--- src/hw/rtl/b64e_pkg.sv ---
// ----------------------------------------------------------------------------
// b64e_pkg
// shared types, constants and the character table of the base64 encoder
// ----------------------------------------------------------------------------
package b64e_pkg;

    // input command codes (carried on s_tuser)
    localparam logic CMD_ENCODE = 1'b0;
    localparam logic CMD_FINISH = 1'b1;

    // pad character '='
    localparam logic [7:0] PAD_CHAR = 8'h3D;

    // job queue between front and back, depth must be a power of two
    localparam int JOB_DEPTH = 4;
    localparam int JOB_PTR_W = $clog2(JOB_DEPTH);
    localparam int JOB_CNT_W = $clog2(JOB_DEPTH + 1);

    // position within the three byte group
    typedef enum logic [2:0] {
        PH_0 = 3'b001,
        PH_1 = 3'b010,
        PH_2 = 3'b100
    } phase_t;

    // one classified item: up to three characters, first in slot 0
    typedef struct packed {
        logic [1:0]      count;
        logic [2:0][7:0] chars;
    } job_t;

    // six bit code to base64 alphabet character
    function automatic logic [7:0] b64_char(input logic [5:0] code);
        logic [7:0] c;
        begin
            c = {2'b00, code};
            if (code < 6'd26) begin
                b64_char = 8'(8'h41 + c);
            end else if (code < 6'd52) begin
                b64_char = 8'(8'h61 + c - 8'd26);
            end else if (code < 6'd62) begin
                b64_char = 8'(8'h30 + c - 8'd52);
            end else if (code == 6'd62) begin
                b64_char = 8'h2B;
            end else begin
                b64_char = 8'h2F;
            end
        end
    endfunction

endpackage

--- src/hw/rtl/b64e_front.sv ---
// ----------------------------------------------------------------------------
// b64e_front
// accepts items, tracks group position and builds character jobs
// ----------------------------------------------------------------------------
module b64e_front (
    input  logic               aclk,
    input  logic               aresetn,
    input  logic               s_tvalid,
    output logic               s_tready,
    input  logic [7:0]         s_tdata,
    input  logic               s_tuser,
    input  logic               q_full,
    output logic               q_push,
    output b64e_pkg::job_t     q_job
);

    b64e_pkg::phase_t phase_reg, phase_next;
    logic [5:0]       left_reg, left_next;
    logic             accept;
    logic             has_job;

    assign s_tready = !q_full;
    assign accept   = s_tvalid && s_tready;
    assign q_push   = accept && has_job;

    always_comb begin
        phase_next  = phase_reg;
        left_next   = left_reg;
        has_job     = 1'b1;
        q_job.count = 2'd1;
        q_job.chars = '0;
        case (phase_reg)
            b64e_pkg::PH_1: begin
                if (s_tuser == b64e_pkg::CMD_FINISH) begin
                    q_job.count    = 2'd3;
                    q_job.chars[0] = b64e_pkg::b64_char(left_reg);
                    q_job.chars[1] = b64e_pkg::PAD_CHAR;
                    q_job.chars[2] = b64e_pkg::PAD_CHAR;
                    phase_next     = b64e_pkg::PH_0;
                    left_next      = '0;
                end else begin
                    q_job.chars[0] = b64e_pkg::b64_char(left_reg | {2'b00, s_tdata[7:4]});
                    phase_next     = b64e_pkg::PH_2;
                    left_next      = {s_tdata[3:0], 2'b00};
                end
            end
            b64e_pkg::PH_2: begin
                q_job.count = 2'd2;
                if (s_tuser == b64e_pkg::CMD_FINISH) begin
                    q_job.chars[0] = b64e_pkg::b64_char(left_reg);
                    q_job.chars[1] = b64e_pkg::PAD_CHAR;
                end else begin
                    q_job.chars[0] = b64e_pkg::b64_char(left_reg | {4'b0000, s_tdata[7:6]});
                    q_job.chars[1] = b64e_pkg::b64_char(s_tdata[5:0]);
                end
                phase_next = b64e_pkg::PH_0;
                left_next  = '0;
            end
            default: begin
                // start of group: finish here emits nothing
                if (s_tuser == b64e_pkg::CMD_FINISH) begin
                    has_job = 1'b0;
                end else begin
                    q_job.chars[0] = b64e_pkg::b64_char(s_tdata[7:2]);
                    phase_next     = b64e_pkg::PH_1;
                    left_next      = {s_tdata[1:0], 4'b0000};
                end
            end
        endcase
    end

    always_ff @(posedge aclk) begin
        if (!aresetn) begin
            phase_reg <= b64e_pkg::PH_0;
            left_reg  <= '0;
        end else if (accept) begin
            phase_reg <= phase_next;
            left_reg  <= left_next;
        end
    end

endmodule

--- src/hw/rtl/b64e_fifo.sv ---
// ----------------------------------------------------------------------------
// b64e_fifo
// short job queue between the front and back parts
// ----------------------------------------------------------------------------
module b64e_fifo (
    input  logic           aclk,
    input  logic           aresetn,
    input  logic           push,
    input  b64e_pkg::job_t push_job,
    output logic           full,
    input  logic           pop,
    output b64e_pkg::job_t head_job,
    output logic           empty
);

    b64e_pkg::job_t                     mem_reg [b64e_pkg::JOB_DEPTH];
    logic [b64e_pkg::JOB_PTR_W-1:0]     wr_ptr_reg, rd_ptr_reg;
    logic [b64e_pkg::JOB_CNT_W-1:0]     count_reg, count_next;

    assign full     = (count_reg == b64e_pkg::JOB_CNT_W'(b64e_pkg::JOB_DEPTH));
    assign empty    = (count_reg == '0);
    assign head_job = mem_reg[rd_ptr_reg];

    always_comb begin
        count_next = count_reg;
        if (push && !pop) begin
            count_next = count_reg + 1'b1;
        end else if (pop && !push) begin
            count_next = count_reg - 1'b1;
        end
    end

    always_ff @(posedge aclk) begin
        if (!aresetn) begin
            wr_ptr_reg <= '0;
            rd_ptr_reg <= '0;
            count_reg  <= '0;
        end else begin
            if (push) begin
                wr_ptr_reg <= wr_ptr_reg + 1'b1;
            end
            if (pop) begin
                rd_ptr_reg <= rd_ptr_reg + 1'b1;
            end
            count_reg <= count_next;
        end
    end

    always_ff @(posedge aclk) begin
        if (push) begin
            mem_reg[wr_ptr_reg] <= push_job;
        end
    end

endmodule

--- src/hw/rtl/b64e_back.sv ---
// ----------------------------------------------------------------------------
// b64e_back
// walks the characters of the head job into the output register
// ----------------------------------------------------------------------------
module b64e_back (
    input  logic           aclk,
    input  logic           aresetn,
    input  b64e_pkg::job_t head_job,
    input  logic           q_empty,
    output logic           q_pop,
    output logic           m_tvalid,
    input  logic           m_tready,
    output logic [7:0]     m_tdata,
    output logic           m_tlast
);

    logic [1:0] idx_reg;
    logic       m_tvalid_reg;
    logic [7:0] m_tdata_reg;
    logic       m_tlast_reg;
    logic       load;
    logic       is_last;

    assign load     = !q_empty && (!m_tvalid_reg || m_tready);
    assign is_last  = (idx_reg == head_job.count - 2'd1);
    assign q_pop    = load && is_last;
    assign m_tvalid = m_tvalid_reg;
    assign m_tdata  = m_tdata_reg;
    assign m_tlast  = m_tlast_reg;

    always_ff @(posedge aclk) begin
        if (!aresetn) begin
            idx_reg      <= '0;
            m_tvalid_reg <= 1'b0;
        end else begin
            if (load) begin
                m_tvalid_reg <= 1'b1;
                idx_reg      <= is_last ? 2'd0 : idx_reg + 2'd1;
            end else if (m_tready) begin
                m_tvalid_reg <= 1'b0;
            end
        end
    end

    always_ff @(posedge aclk) begin
        if (load) begin
            m_tdata_reg <= head_job.chars[idx_reg];
            m_tlast_reg <= is_last;
        end
    end

endmodule

--- src/hw/rtl/base64_stream_encoder.sv ---
// ----------------------------------------------------------------------------
// base64_stream_encoder
// streaming base64 encoder, up to one character per cycle, as m_tready allows, on the output
// ----------------------------------------------------------------------------
// path: the first character of an item passes the job queue and then the output register
// throughput: one output character per cycle while m_tready is high, set by the single
//   output register; a byte every cycle while the 4-entry job queue has room,
//   four characters per three bytes sustained, a finish adds up to three characters
// reset: synchronous active-low aresetn returns to group start and empties the queue
// ----------------------------------------------------------------------------
module base64_stream_encoder (
    input  logic       aclk,
    input  logic       aresetn,
    // input stream
    input  logic       s_tvalid,
    output logic       s_tready,
    input  logic [7:0] s_tdata,   // [7:0] data_byte
    input  logic       s_tuser,   // [0] command: 0 encode byte, 1 finish and pad
    // output stream
    output logic       m_tvalid,
    input  logic       m_tready,
    output logic [7:0] m_tdata,   // [7:0] out_char
    output logic       m_tlast    // final character caused by one input transaction
);

    // front to queue
    logic           q_push;
    b64e_pkg::job_t q_job;
    logic           q_full;
    // queue to back
    logic           q_pop;
    logic           q_empty;
    b64e_pkg::job_t head_job;

    // front: accepts a transaction, advances the group position and
    // turns it into a job of one to three characters, or none for a finish at group start
    b64e_front u_front (
        .aclk     (aclk),
        .aresetn  (aresetn),
        .s_tvalid (s_tvalid),
        .s_tready (s_tready),
        .s_tdata  (s_tdata),
        .s_tuser  (s_tuser),
        .q_full   (q_full),
        .q_push   (q_push),
        .q_job    (q_job)
    );

    // job queue decouples input acceptance from output stalls
    b64e_fifo u_fifo (
        .aclk     (aclk),
        .aresetn  (aresetn),
        .push     (q_push),
        .push_job (q_job),
        .full     (q_full),
        .pop      (q_pop),
        .head_job (head_job),
        .empty    (q_empty)
    );

    // back: emits the head job one character per cycle while m_tready allows, tlast on its final one
    b64e_back u_back (
        .aclk     (aclk),
        .aresetn  (aresetn),
        .head_job (head_job),
        .q_empty  (q_empty),
        .q_pop    (q_pop),
        .m_tvalid (m_tvalid),
        .m_tready (m_tready),
        .m_tdata  (m_tdata),
        .m_tlast  (m_tlast)
    );

endmodule

--- config.mk ---
export PLATFORM = sky130hd
export DESIGN_NAME = base64_stream_encoder
export DESIGN_NICKNAME = d
export VERILOG_FILES = /design/src/hw/rtl/b64e_pkg.sv /design/src/hw/rtl/b64e_front.sv /design/src/hw/rtl/b64e_fifo.sv /design/src/hw/rtl/b64e_back.sv /design/src/hw/rtl/base64_stream_encoder.sv
export SDC_FILE = /design/constraint.sdc
export NUM_CORES = 1
export LEC_CHECK = 0
export ABC_CLOCK_PERIOD_IN_PS = 5100
export BUFFER_PORTS_ARGS = -buffer_cell sky130_fd_sc_hd__buf_2
export CAP_MARGIN = 25
export CORE_MARGIN = 2
export CORE_UTILIZATION = 30
export DETAILED_ROUTE_END_ITERATION = 10
export HOLD_SLACK_MARGIN = 0.08
export PLACE_DENSITY_LB_ADDON = 0.3
export SYNTH_ARGS = -nofsm -noshare
export SYNTH_HDL_FRONTEND = slang
export SYNTH_SLANG_ARGS = --single-unit
--- constraint.sdc ---
create_clock -name aclk -period 5.1 [get_ports aclk]
set_input_delay 0.51 -clock aclk [delete_from_list [all_inputs] [get_ports aclk]]
set_output_delay 0.51 -clock aclk [all_outputs]
set_load 0.02 [all_outputs]
Word level (Yosys, flattened, before mapping)
Memory sizes are Yosys's and may differ from the RTL's. A register that Yosys moved wholly into a read port is not among the register bits.
Index checks and enable logic that the tools add are counted.
Operators by class
  add/subtract/negate cells: 31
  magnitude comparators: 16
  eq/ne operators: 10
  muxes and demuxes: 47
  bitwise operators: 2
  reductions and logical operators: 17
Operators with widths (number)
  2-to-1 mux 8 bit: 19
  adder 7 x 6 -> 8 bit, first input constant: 10
  less-than comparator 6 bit, second input constant: 10
  subtractor 8 x 5 -> 8 bit, second input constant: 5
  subtractor 8 x 6 -> 8 bit, second input constant: 5
  adder 6 x 6 -> 7 bit, first input constant: 5
  one-hot mux 8 bit (2 select lines): 2
  equality test 6 bit, second input constant: 5
  less-than comparator 6 x 5 -> 1 bit, second input constant: 5
  2-to-1 mux 3 bit: 9
  2-to-1 mux 18 bit: 1
  binary-select mux 8 bit (select 2 bit): 1
  2-to-1 mux 16 bit: 1
  2-to-1 mux 6 bit: 2
  one-hot mux 6 bit (2 select lines): 1
  adder 2 x 1 -> 2 bit, second input constant: 3
  equality test 3 bit, second input constant: 2
  logical AND 1 bit: 6
  2-to-1 mux 1 bit: 6
  2-to-1 mux 2 bit: 3
  bitwise OR 6 x 2 -> 6 bit: 1
  bitwise OR 6 x 4 -> 6 bit: 1
  one-hot mux 3 bit (2 select lines): 1
  zero test 1 bit: 5
  13 further kinds: 14
Storage, ports and cells
  bits in registers: 28
  bits in writable memories: 104
  input bits: 13
  output and inout port bits: 11
  logic and storage cells: 133
  memories kept: 1
Memory list
  u_fifo.mem_reg: words 4, bits a word 26, read ports 1, clocked after Yosys merged registers in 1, write ports 1, RTL line b64e_fifo.sv:16  | b64e_pkg::job_t mem_reg [b64e_pkg::JOB_DEPTH];

Logic depth before layout (Yosys ltp)
Gate-level depths: netlist of run 1.
  depth after elaboration: 8
  depth in mapped cells: 11

By module
Synthesis of run 1 repeated with hierarchy kept, for this count alone.
Unflattened totals
  cell total of the unflattened synthesis: 586
  area total of the unflattened synthesis: 7179.4 um^2
Modules (own cells, without submodules)
  b64e_fifo: times used 1, cells each 179, area each 4242.8 um^2, sequential area each 3303.2 um^2
  b64e_front: times used 1, cells each 349, area each 2318.5 um^2, sequential area each 140.1 um^2
  b64e_back: times used 1, cells each 58, area each 618.1 um^2, sequential area each 330.3 um^2

Worst setup path after synthesis of run 1
OpenSTA, ideal clock, no wires.
  kind: input to register
  start point: input s_tdata[4]
  end point: memory u_fifo.mem_reg[0][1] (netlist bit), data pin
  arrival time: 2.659 ns
  data required time: 4.825 ns
  setup slack: 2.167 ns
  stages: 9
  path through: clkbuf_1 > clkbuf_1 > inv_1 > ha_1 > a21o_1 > a21oi_1 > or3_1 > a31oi_1 > a2111o_1
RTL lines
  from (decl): RTL line base64_stream_encoder.sv:17  | input logic [7:0] s_tdata,
  to (decl): RTL line b64e_fifo.sv:16

==> results of run 1 <==
## metal layers
layer  vias up  wire length, um
met1      2308             7379
met2       177             7769
li1       2161                -
met5         -                0
met3        26              827
met4         0              339
## layout make-up
| cell class | count | area [um^2] | area share, % |
|---|---|---|---|
| inverter | 22 | 82.58 | 1.183 |
| tap | 270 | 337.8 | 4.839 |
| clock inverter | 6 | 66.31 | 0.9498 |
| timing repair buffer | 30 | 247.7 | 3.548 |
| multi-input combinational | 401 | 3085 | 44.19 |
| sequential | 104 | 2933 | 42.01 |
| clock buffer | 10 | 229.0 | 3.280 |
## cell families after synthesis
kind of cell / share of synthesized area (%)
XOR/XNOR: 3.351
buffers and inverters: 4.069
adder cells (fa/ha/maj): 5.904
multiplexers: 9.693
flip-flops: 46.75
AO/OA/AOI/OAI: 17.05
AND/OR/NAND/NOR: 13.18
## power by group
group	leakage, nW	internal (mW)	switching [mW]
Sequential	0.919	1.04	0.0859
Clock	0.137	0.383	0.299
Combinational	1.32	0.303	0.393
Total	2.37	1.73	0.778
## path summary, 6_finish.rpt
| kind | startpoint | to | slack, ns |
|---|---|---|---|
| max | flop | u_fifo.count_reg[2] | 1.63 |
| min | s_tvalid | u_front.phase_reg[1] | 0.45 |
| max reg2reg | flop | u_fifo.count_reg[2] | 1.63 |
| min reg2reg | u_fifo.rd_ptr_reg[1] | flop | 0.48 |
## through the flow
step / power [mW] / util, % / area, um^2 / hold WS (ns)
finish: 2.507 / 34.28 / 6982 / 0.4463
global route: 2.635 / 34.28 / 6982 / 0.5044
CTS: 2.525 / 34.11 / 6947 / 0.4424
detailed placement: 1.847 / 32.66 / 6651 / 0.4750
global placement: 1.819 / 32.26 / 6569 / 0.4583
floorplan: 1.653 / - / 6274 / 0.4489
## synth_stat cells, drive strengths merged, types with 5 or more instances
master / number
nor3: 10
edfxtp: 85
xor2: 5
dfxtp: 19
xnor2: 19
nor2: 30
nand2b: 12
mux4: 18
inv: 21
and2: 8
nand3: 20
a22oi: 5
a21o: 12
a21boi: 5
ha: 28
a311oi: 5
mux2i: 18
buf: 16
a31oi: 12
o2111ai: 6
a21oi: 31
a211oi: 7
o21ai: 25
nor2b: 9
or2: 5
o211ai: 8
clkbuf: 23
nand2: 36
or3: 7
## critical path, cell delays in order, from the launching register on
cell      delay [ns]
dfxtp_1         0.56
buf_4           0.38
mux4_2          0.59
xnor2_1         0.19
mux2i_1         0.38
nand2_1         0.19
ha_1            0.29
inv_1           0.07
fa_1            0.17
xor2_1          0.07
or3_1           0.30
a21boi_0        0.18
==> results.tsv, run 1 <==
stage	metric	value	unit
status	status	finished, final reports clean	
synth	Primary FF master, synth	edfxtp_1	
floorplanning	die height	148.6	um
synth	largest cells by area after synthesis	edfxtp_1 41%, dfxtp_1 6.1%, ha_1 5.6%	
final_layout	Non-Filler Instances	843	
synth	Syn. warnings	0	
cts	Root Buffer	clkbuf_16	
floorplanning	die area	22080	um^2
setup_path	worst path arrival time	3.73	ns
place	IO buf count	23	
timing	final number of setup-violating endpoints	0	
setup_path	Startpoint Class	flop	
timing	Slew HR	32.63	%
grt	busiest layer in global routing	met2	
final_layout	FILL cells	2004	
place	placed cell count	825	
routing	DRT iter0 DRCs	326	
synth	post-synth top area share	40.69	%
timing	crit path time final	3.469	ns
run	number of max-cap violations	0	
timing	Slew Viols, Final	0	
synth	Synthesized Nets	608	
min_path	Hold Path Cell Cnt	3	
routing	First-pass DRT Iterations	5	
synth	cells after synthesis	566	
cts	CTS Buffer Depth	2	
synth	register area share after synthesis	46.75	%
cts	H-Tree Depth	3	
setup_path	CP Capture Type	flop	
floorplanning	Die W	148.6	um
cts	Clock Sinks	104	
routing	vias per inst	5.542	
synth	flops & latches, synth	104	
cts	CTS hold repair buffers	0	
power	maximum vdd ir drop	0.0001621	V
synth	most area-hungry cell type in the Yosys netlist	edfxtp_1	
cts	clock transition at the registers of the reported paths	0.07	ns
final_layout	Antenna diodes	0	
grt	global-route wire length before repair	26060	um
place	pre-CTS setup slack	1.524	ns
setup_path	critical path class	reg -> reg	
routing	Detailed Route WL	16320	um
power	PD cells	359.1	nW/um^2
setup_path	Reg2Reg Depth	11	
synth	number of flops mapped to enable cells by yosys	85	
setup_path	Worst Path Required	5.36	ns
timing	Final Hold Viols	0	
grt	GRT met2 Usage	25.12	%
synth	Synth Cell Area	6274	um^2
synth	Netlist cell types	72	
timing	TNS Setup	0	ns
grt	Total GRT Usage	15.20	%
timing	Period Utilization, post-route	68.01	%
grt	initial antenna violation count	0	
floorplanning	Initial Util	30.81	%
final_layout	commonest non-fill, non-tap cell in the layout	edfxtp_1	
floorplanning	core area	20360	um^2
cts	PostCTS Resize Cnt	0	
routing	Post-route DRC	0	
final_layout	Post-layout nets	610	
floorplanning	# rows	52	
grt	grt met1 use	21.04	%
timing	RSZ-0062 raised after global routing	false	
grt	number of global-route vias before repair	4646	
cts	CTS buffer count	9	
setup_path	top fanout value on the critical path	15	
timing	Final WS setup	1.631	ns
final_layout	max reg flops	76	
cts	Clock Latency Late Sink	0.34	ns
grt	largest net degree at the start of global routing	24	
routing	routed vias	4672	
routing	Avg WL per Cell	19.35	um
final_layout	fraction of layout cells with a size suffix above 1	12.91	%
place	Post-DP HPWL	11570	um
grt	global route overflow	0	
routing	Routed Antenna Nets	0	
timing	Fmax	0.2883	GHz
place	GP Congestion	0.9951	
timing	Slew @ Worst Pin	1.009	ns
min_path	min-delay worst type	in -> reg	
timing	skew final	0.01402	ns
synth	Synth async-reset ratio	0	%
grt	met3 Use GR	1.687	%
cts	TritonCTS clock tree	built	
floorplanning	# IOs	24	
final_layout	most frequent cells in the layout	85 x edfxtp_1, 36 x nand2_1, 30 x nor2_1, 30 x a21oi_1, 28 x ha_1	
synth	Synth Area per Inst	11.08	um^2
final_layout	Area growth, synth to finish	11.29	%
cts	post-CTS setup buffer count	0	
power	P_leak	2.375	nW
No activity file was read; power rests on OpenSTA's default activity.
==> run 2, diff against run 1 <==
ABC_CLOCK_PERIOD_IN_PS = 3500   (was 5100)
clock period = 3.5 ns   (was 5.1 ns; I/O delays follow)
==> run 2 against run 1 <==
  * Hold slack lost 0.15 ns
  * Critical endpoint unchanged
  * Sequential share of layout area is the same
  * Design area is the same
  * Count of clock-buffer cells in the layout shrank 1
  * Critical path depth is the same
  * Routed wire length shrank 2.0%
==> results.tsv, run 2 (synthesis gave the netlist of run 1 again) <==
stage	metric	value	unit	change
final_layout	FF/Latch Area	2933	um^2	unchanged
routing	routed length on met1	7380	um	about the same
grt	largest net degree at the start of global routing	24		unchanged
timing	crit path time final	2.972	ns	-0.4968 ns
power	Clk pwr share	25.4	%	-1.8 points
place	GP Congestion	0.9209		-7.5%
cts	TritonCTS clock tree	built		
cts	CTS buffer count	9		unchanged
routing	First-pass DRT Iterations	5		unchanged
floorplanning	core area	20360	um^2	unchanged
setup_path	crit-path max cell delay	0.62	ns	+0.03 ns
routing	Routed Antenna Nets	0		unchanged
run	number of max-cap violations	0		unchanged
final_layout	most frequent cells in the layout	85 x edfxtp_1, 36 x nand2_1, 30 x nor2_1, 30 x a21oi_1, 28 x ha_1		
power	maximum vdd ir drop	0.0002483	V	+53%
timing	RSZ-0062 raised after global routing	false		
routing	DRT iter0 DRCs	342		+4.9%
grt	global route overflow	0		unchanged
setup_path	Critical R2R Capture	u_fifo.count_reg[2]		
final_layout	max reg flops	76		unchanged
power	P_leak	2.420	nW	+1.9%
power	combinational power share	29.8	%	+2.0 points
floorplanning	Initial Util	30.81	%	unchanged
place	Post-DP HPWL	11480	um	-0.76%
setup_path	Startpoint Class	flop		
cts	Clock Sinks	104		unchanged
final_layout	area occupied by multi-input gates	3085	um^2	unchanged
cts	PostCTS Resize Cnt	0		unchanged
cts	clock transition at the registers of the reported paths	0.07	ns	about the same
setup_path	worst path arrival time	3.23	ns	-0.50 ns
power	PD cells	511.1	nW/um^2	+42%
place	IO buf count	23		unchanged
setup_path	R2R setup slack	0.53	ns	-1.10 ns
floorplanning	die area	22080	um^2	unchanged
setup_path	Worst Path Required	3.76	ns	-1.60 ns
floorplanning	Die W	148.6	um	unchanged
timing	Slew Viols, Final	0		unchanged
floorplanning	die height	148.6	um	unchanged
setup_path	Critical-path top delay cell	mux4_1		
power	Psw	1.113	mW	+43%
grt	number of global-route vias before repair	4587		-1.3%
final_layout	fraction of layout cells with a size suffix above 1	15.33	%	+2.4 points
cts	Clock Latency Late Sink	0.34	ns	about the same
routing	vias per inst	5.393		-2.7%
routing	Detailed Route WL	15990	um	-2.0%
setup_path	Critical Path End	u_fifo.count_reg[2]		
timing	Slew @ Worst Pin	0.8584	ns	-0.1508 ns
setup_path	number of stages on the worst setup path	11		unchanged
floorplanning	# rows	52		unchanged
final_layout	commonest non-fill, non-tap cell in the layout	edfxtp_1		
setup_path	CP Capture Type	flop		
timing	final number of setup-violating endpoints	0		unchanged
routing	DR top layer	met4		
routing	DR WL met3	654	um	-21%
power	Pwr Total	3.568	mW	+42%
setup_path	top fanout value on the critical path	8		-7
setup_path	Worst Path Buf+Inv	2		unchanged
power	P_int	2.455	mW	+42%
cts	CTS Buffer Depth	2		unchanged
setup_path	CP cell instances	buf_4 -> mux4_1 -> nand2b_1 -> mux2i_1 -> nand2_1 -> ha_1 -> inv_1 -> fa_1 -> xor2_1 -> or3_1 -> a21boi_0		
grt	Total GRT Usage	14.78	%	-0.42 points
status	status	finished, final reports clean		
power	Seq pwr share	44.9	%	about the same
min_path	min-delay worst type	in -> reg		
floorplanning	# IOs	24		unchanged
routing	Avg WL per Cell	18.65	um	-3.6%
timing	skew final	0.005513	ns	-0.008511 ns
grt	global-route wire length before repair	25700	um	-1.4%
grt	initial antenna violation count	0		unchanged
timing	Period Utilization, post-route	84.91	%	+17 points
final_layout	FILL cells	2003		-0.050%
final_layout	Post-layout nets	624		+2.3%
setup_path	Reg2Reg Depth	11		unchanged
timing	Final Hold Viols	0		unchanged
setup_path	kind of cell adding the most delay to the critical path	multiplexers		
timing	Fmax	0.3365	GHz	+17%
cts	Root Buffer	clkbuf_16		
final_layout	Area growth, synth to finish	11.29	%	unchanged
cts	H-Tree Depth	3		unchanged
timing	TNS Setup	0	ns	unchanged
routing	routed vias	4622		-1.1%
cts	post-CTS setup buffer count	0		unchanged
power	Sw Ratio	31.19	%	+0.16 points
routing	WL met2	7673	um	-1.2%
final_layout	Antenna diodes	0		unchanged
timing	Slew HR	42.03	%	+9.4 points
cts	CTS hold repair buffers	0		unchanged
setup_path	critical path class	reg -> reg		
routing	Post-route DRC	0		unchanged
run 2: cell types whose count changed in the layout (fill, tap and decap cells not counted), sizes merged:
| cell | before | now |
|---|---|---|
| buf | 30 | 44 |
| clkbuf | 10 | 9 |
| bufinv | 1 | 0 |
| clkinv | 2 | 5 |
| clkinvlp | 2 | 1 |
run 2: metrics by stage:
step	hold WS (ns)	setup slack, ns	cell area, um^2	utilization [%]	instances
finish	0.2959	0.5283	6982	34.28	857
global route	0.3015	0.2815	6982	34.28	857
CTS	0.2938	0.4837	6982	34.28	857
detailed placement	0.4810	0.4861	6711	32.96	841
global placement	0.4664	0.5943	6711	32.96	841
floorplan	0.4489	0.7265	6274	-	566
run 2: worst min path at each step:
| stage | from | endpoint | depth (start not counted) |
|---|---|---|---|
| 2_1_floorplan | u_fifo.rd_ptr_reg[1] | flop | 2 |
| 3_3_place_gp | u_fifo.rd_ptr_reg[1] | u_fifo.rd_ptr_reg[1] | 2 |
| 3_5_place_dp | u_fifo.rd_ptr_reg[1] | flop | 2 |
| 4_1_cts | s_tvalid | u_front.phase_reg[1] | 3 |
| 5_1_grt | s_tvalid | u_front.phase_reg[1] | 3 |
| 6_report | s_tvalid | u_front.phase_reg[1] | 3 |
run 2: metal layers:
layer  up-vias  GRT usage (%)
li1       2194              -
met2       167          24.68
met3        16          1.227
met1      2245          20.42
met4         0          4.762
met5         -              0
run 2: worst reg2reg max path, stage by stage, from the launching register on:
cell      delay (ns)
dfxtp_1         0.38
buf_4           0.23
mux4_1          0.62
nand2b_1        0.17
mux2i_1         0.26
nand2_1         0.18
ha_1            0.28
inv_1           0.07
fa_1            0.18
xor2_1          0.07
or3_1           0.30
a21boi_0        0.15
run 2: area by class of cell:
| type | count | area share (%) |
|---|---|---|
| multi-input cells | 401 | 44.19 |
| flip-flops and latches | 104 | 42.01 |
| well taps | 270 | 4.839 |
| repair buffers | 44 | 3.907 |
| clock buffers | 9 | 3.226 |
| inverters | 22 | 1.183 |
| clock inverters | 7 | 0.6452 |
run 2: power groups by stage:
stage	Clock (mW)	Combinational, mW	Sequential (mW)
after floorplan	0	0.729	1.68
after global placement	0	1.06	1.62
after detailed placement	0	1.07	1.63
after CTS	0.924	1.08	1.60
after global routing	0.975	1.17	1.62
final	0.906	1.06	1.60
==> run 3, diff against run 2 <==
ABC_AREA = 1   (was not set)
ABC_CLOCK_PERIOD_IN_PS = 2850   (was 3500)
clock period = 2.85 ns   (was 3.5 ns; I/O delays follow)
==> run 3 against run 2 <==
  * Combinational power increased by 34%
  * Die area increased by 2.3%
  * Cell count increased by 27%
  * Synthesized cell count increased by 38%
  * Sequential share of layout area decreased by 1.1 points
  * Critical path depth increased by 3
  * Register-to-register slack got worse by 0.22 ns
  * Core utilization decreased by 0.17 points
  * Critical endpoint unchanged
  * Largest power group unchanged
  * Highest routed layer unchanged
==> results.tsv, run 3 <==
stage	metric	value	unit	change
status	status	finished, final reports clean		
cts	TritonCTS clock tree	built		
setup_path	critical path class	reg -> reg		
grt	initial antenna violation count	0		unchanged
synth	Syn. warnings	0		unchanged
power	P_leak	2.938	nW	+21%
timing	Slew HR	55.30	%	+13 points
timing	Fmax	0.3930	GHz	+17%
cts	CTS Buffer Depth	2		unchanged
cts	post-CTS setup buffer count	0		unchanged
place	Placed Area	6894	um^2	+2.7%
cts	clock transition at the registers of the reported paths	0.07	ns	about the same
grt	Total GRT Usage	15.94	%	+1.2 points
synth	most area-hungry cell type in the Yosys netlist	edfxtp_1		
final_layout	commonest non-fill, non-tap cell in the layout	nand2_1		
setup_path	top fanout value on the critical path	19		+11
run	number of max-cap violations	0		unchanged
grt	number of global-route vias before repair	5138		+12%
timing	RSZ-0062 raised after global routing	false		
synth	Synth Area per Inst	8.225	um^2	-26%
timing	Slew Viols, Final	0		unchanged
setup_path	Reg2Reg Depth	14		+3
synth	Netlist cell types	41		-43%
synth	flops & latches, synth	104		unchanged
timing	Period Utilization, post-route	89.29	%	+4.4 points
routing	DRT iter0 DRCs	501		+46%
routing	routed vias	5446		+18%
setup_path	Critical R2R Capture	u_fifo.count_reg[2]		
setup_path	Startpoint Class	flop		
power	maximum vdd ir drop	0.0002321	V	-6.5%
floorplanning	Die W	150.3	um	+1.2%
final_layout	fraction of layout cells with a size suffix above 1	12.33	%	-3.0 points
grt	global-route wire length before repair	27820	um	+8.3%
setup_path	Reg-to-Reg Start	u_front.phase_reg[2]		
setup_path	number of stages on the worst setup path	14		+3
routing	vias per inst	5.015		-7.0%
synth	Synth async-reset ratio	0	%	unchanged
place	Post-DP HPWL	12440	um	+8.3%
min_path	min-delay worst type	in -> reg		
setup_path	R2R setup slack	0.31	ns	-0.22 ns
setup_path	worst path arrival time	2.78	ns	-0.45 ns
setup_path	Critical-path top delay cell	fa_1		
cts	H-Tree Depth	3		unchanged
cts	CTS buffer count	9		unchanged
routing	Avg WL per Cell	16.00	um	-14%
setup_path	crit-path max cell delay	0.37	ns	-0.25 ns
synth	most instantiated cells after synthesis	164 x nand2_1, 95 x nor2_1, 85 x edfxtp_1		
timing	Slew @ Worst Pin	0.6661	ns	-0.1923 ns
cts	Clock Sinks	104		unchanged
cts	Clock Latency Late Sink	0.34	ns	about the same
synth	most common cell in the netlist	nand2_1		
timing	skew final	0.006505	ns	+0.0009920 ns
floorplanning	# rows	53		+1.9%
final_layout	most frequent cells in the layout	164 x nand2_1, 91 x nor2_1, 85 x edfxtp_1		
synth	Primary FF master, synth	edfxtp_1		
setup_path	CP Launch Point	u_front.phase_reg[2]		
routing	Routed Antenna Nets	0		unchanged
routing	First-pass DRT Iterations	5		unchanged
final_layout	Post-layout nets	850		+36%
floorplanning	die area	22600	um^2	+2.3%
grt	largest net degree at the start of global routing	31		+29%
grt	global route overflow	0		unchanged
timing	final number of setup-violating endpoints	0		unchanged
routing	Detailed Route WL	17380	um	+8.7%
timing	crit path time final	2.545	ns	-0.4269 ns
synth	Synthesized Nets	823		+35%
final_layout	FILL cells	2186		+9.1%
setup_path	Critical Path End	u_fifo.count_reg[2]		
final_layout	Antenna diodes	0		unchanged
place	GP Congestion	0.9096		-1.2%
final_layout	Area growth, synth to finish	11.63	%	
floorplanning	Initial Util	30.56	%	-0.25 points
final_layout	fin area	7171	um^2	+2.7%
routing	Post-route DRC	0		unchanged
final_layout	max reg flops	76		unchanged
cts	Root Buffer	clkbuf_16		
cts	PostCTS Resize Cnt	0		unchanged
synth	post-synth top area share	39.74	%	-0.95 points
setup_path	Worst Path Required	3.08	ns	-0.68 ns
synth	register area share after synthesis	45.66	%	-1.1 points
synth	largest cells by area after synthesis	edfxtp_1 40%, nand2_1 9.6%, dfxtp_1 5.9%		
floorplanning	core area	21020	um^2	+3.2%
power	PD cells	633.3	nW/um^2	+24%
synth	Synth Cell Area	6424	um^2	+2.4%
synth	cells after synthesis	781		+38%
setup_path	Worst Path Buf+Inv	3		+1
timing	TNS Setup	0	ns	unchanged
synth	number of flops mapped to enable cells by yosys	85		unchanged
floorplanning	die height	150.3	um	+1.2%
final_layout	FF/Latch Area	2933	um^2	unchanged
cts	CTS hold repair buffers	0		unchanged
setup_path	CP cell instances	nor2_1 -> nand2_1 -> nand2_1 -> inv_2 -> nand2_2 -> nand2_4 -> inv_1 -> ha_1 -> inv_1 -> fa_1 -> a21oi_1 -> o21ai_0 -> o21ai_0 -> a21oi_1		
final_layout	area occupied by multi-input gates	3008	um^2	-2.5%
setup_path	kind of cell adding the most delay to the critical path	simple AND/OR/NAND/NOR gates		
timing	Final Hold Viols	0		unchanged
setup_path	CP Capture Type	flop		
place	IO buf count	23		unchanged
floorplanning	# IOs	24		unchanged
-- run 3: through the flow --
step	setup slack [ns]	power [mW]	util (%)	hold slack, ns	std cells
2_1_floorplan	0.5667	2.960	-	0.4096	781
3_3_place_gp	0.2603	3.393	32.80	0.4771	1072
3_5_place_dp	0.3192	3.403	32.80	0.4829	1072
4_1_cts	0.3217	4.587	34.11	0.2673	1086
5_1_grt	0.1503	4.842	34.11	0.2870	1086
6_report	0.3052	4.542	34.11	0.2738	1086
-- run 3: kinds of logic after synthesis --
group / count (synthesis) / share of synthesized area [%]
adder cells (fa/ha/maj): 29 / 5.766
AND/OR/NAND/NOR: 365 / 25.34
AO/OA/AOI/OAI: 157 / 13.79
XOR/XNOR: 13 / 1.773
flip-flops: 104 / 45.66
buffers and inverters: 113 / 7.674
-- run 3: how the worst min path moves through the flow --
stage	startpoint	endpoint	slack, ns	depth (start not counted)
floorplan	aresetn	u_back.m_tvalid	0.41	2
global placement	u_front.phase_reg[1]	u_front.phase_reg[1]	0.48	2
detailed placement	u_front.phase_reg[1]	u_front.phase_reg[1]	0.48	2
CTS	aresetn	u_back.m_tvalid	0.27	3
global route	aresetn	u_fifo.count_reg[2]	0.29	3
finish	aresetn	u_back.m_tvalid	0.27	3
-- run 3: area by class of cell --
| type | instances | area share, % |
|---|---|---|
| repair buffers | 48 | 4.223 |
| flip-flops and latches | 104 | 40.90 |
| well taps | 275 | 4.798 |
| clock inverters | 4 | 0.6631 |
| clock buffers | 10 | 3.193 |
| multi-input cells | 564 | 41.95 |
| inverters | 81 | 4.275 |
-- run 3: power breakdown --
| part | total, mW | leakage, nW | switching (mW) | internal, mW |
|---|---|---|---|---|
| sequential | 1.94 | 0.937 | 0.0624 | 1.87 |
| clock | 1.18 | 0.134 | 0.517 | 0.668 |
| combinational | 1.42 | 1.87 | 0.974 | 0.446 |
-- run 3: worst register-to-register path: cells and delay by family, from the launching register on --
kind	cells	cell delay (ns)
DFF	1	0.34
AOI/OAI and AO/OA	4	0.48
adders and majority gates	2	0.53
and+or+nand+nor	5	0.71
buffers and inverters	3	0.36
-- run 3: metal layers --
metal | track usage [%] | vias up | routed length, um | part of all wire, %
li1 | - | 2713 | - | -
met1 | 21.52 | 2528 | 7893 | 45
met2 | 25.30 | 169 | 8050 | 46
met3 | 2.697 | 36 | 896 | 5.2
met4 | 6.651 | 0 | 535 | 3.1
met5 | 0 | - | 0 | 0
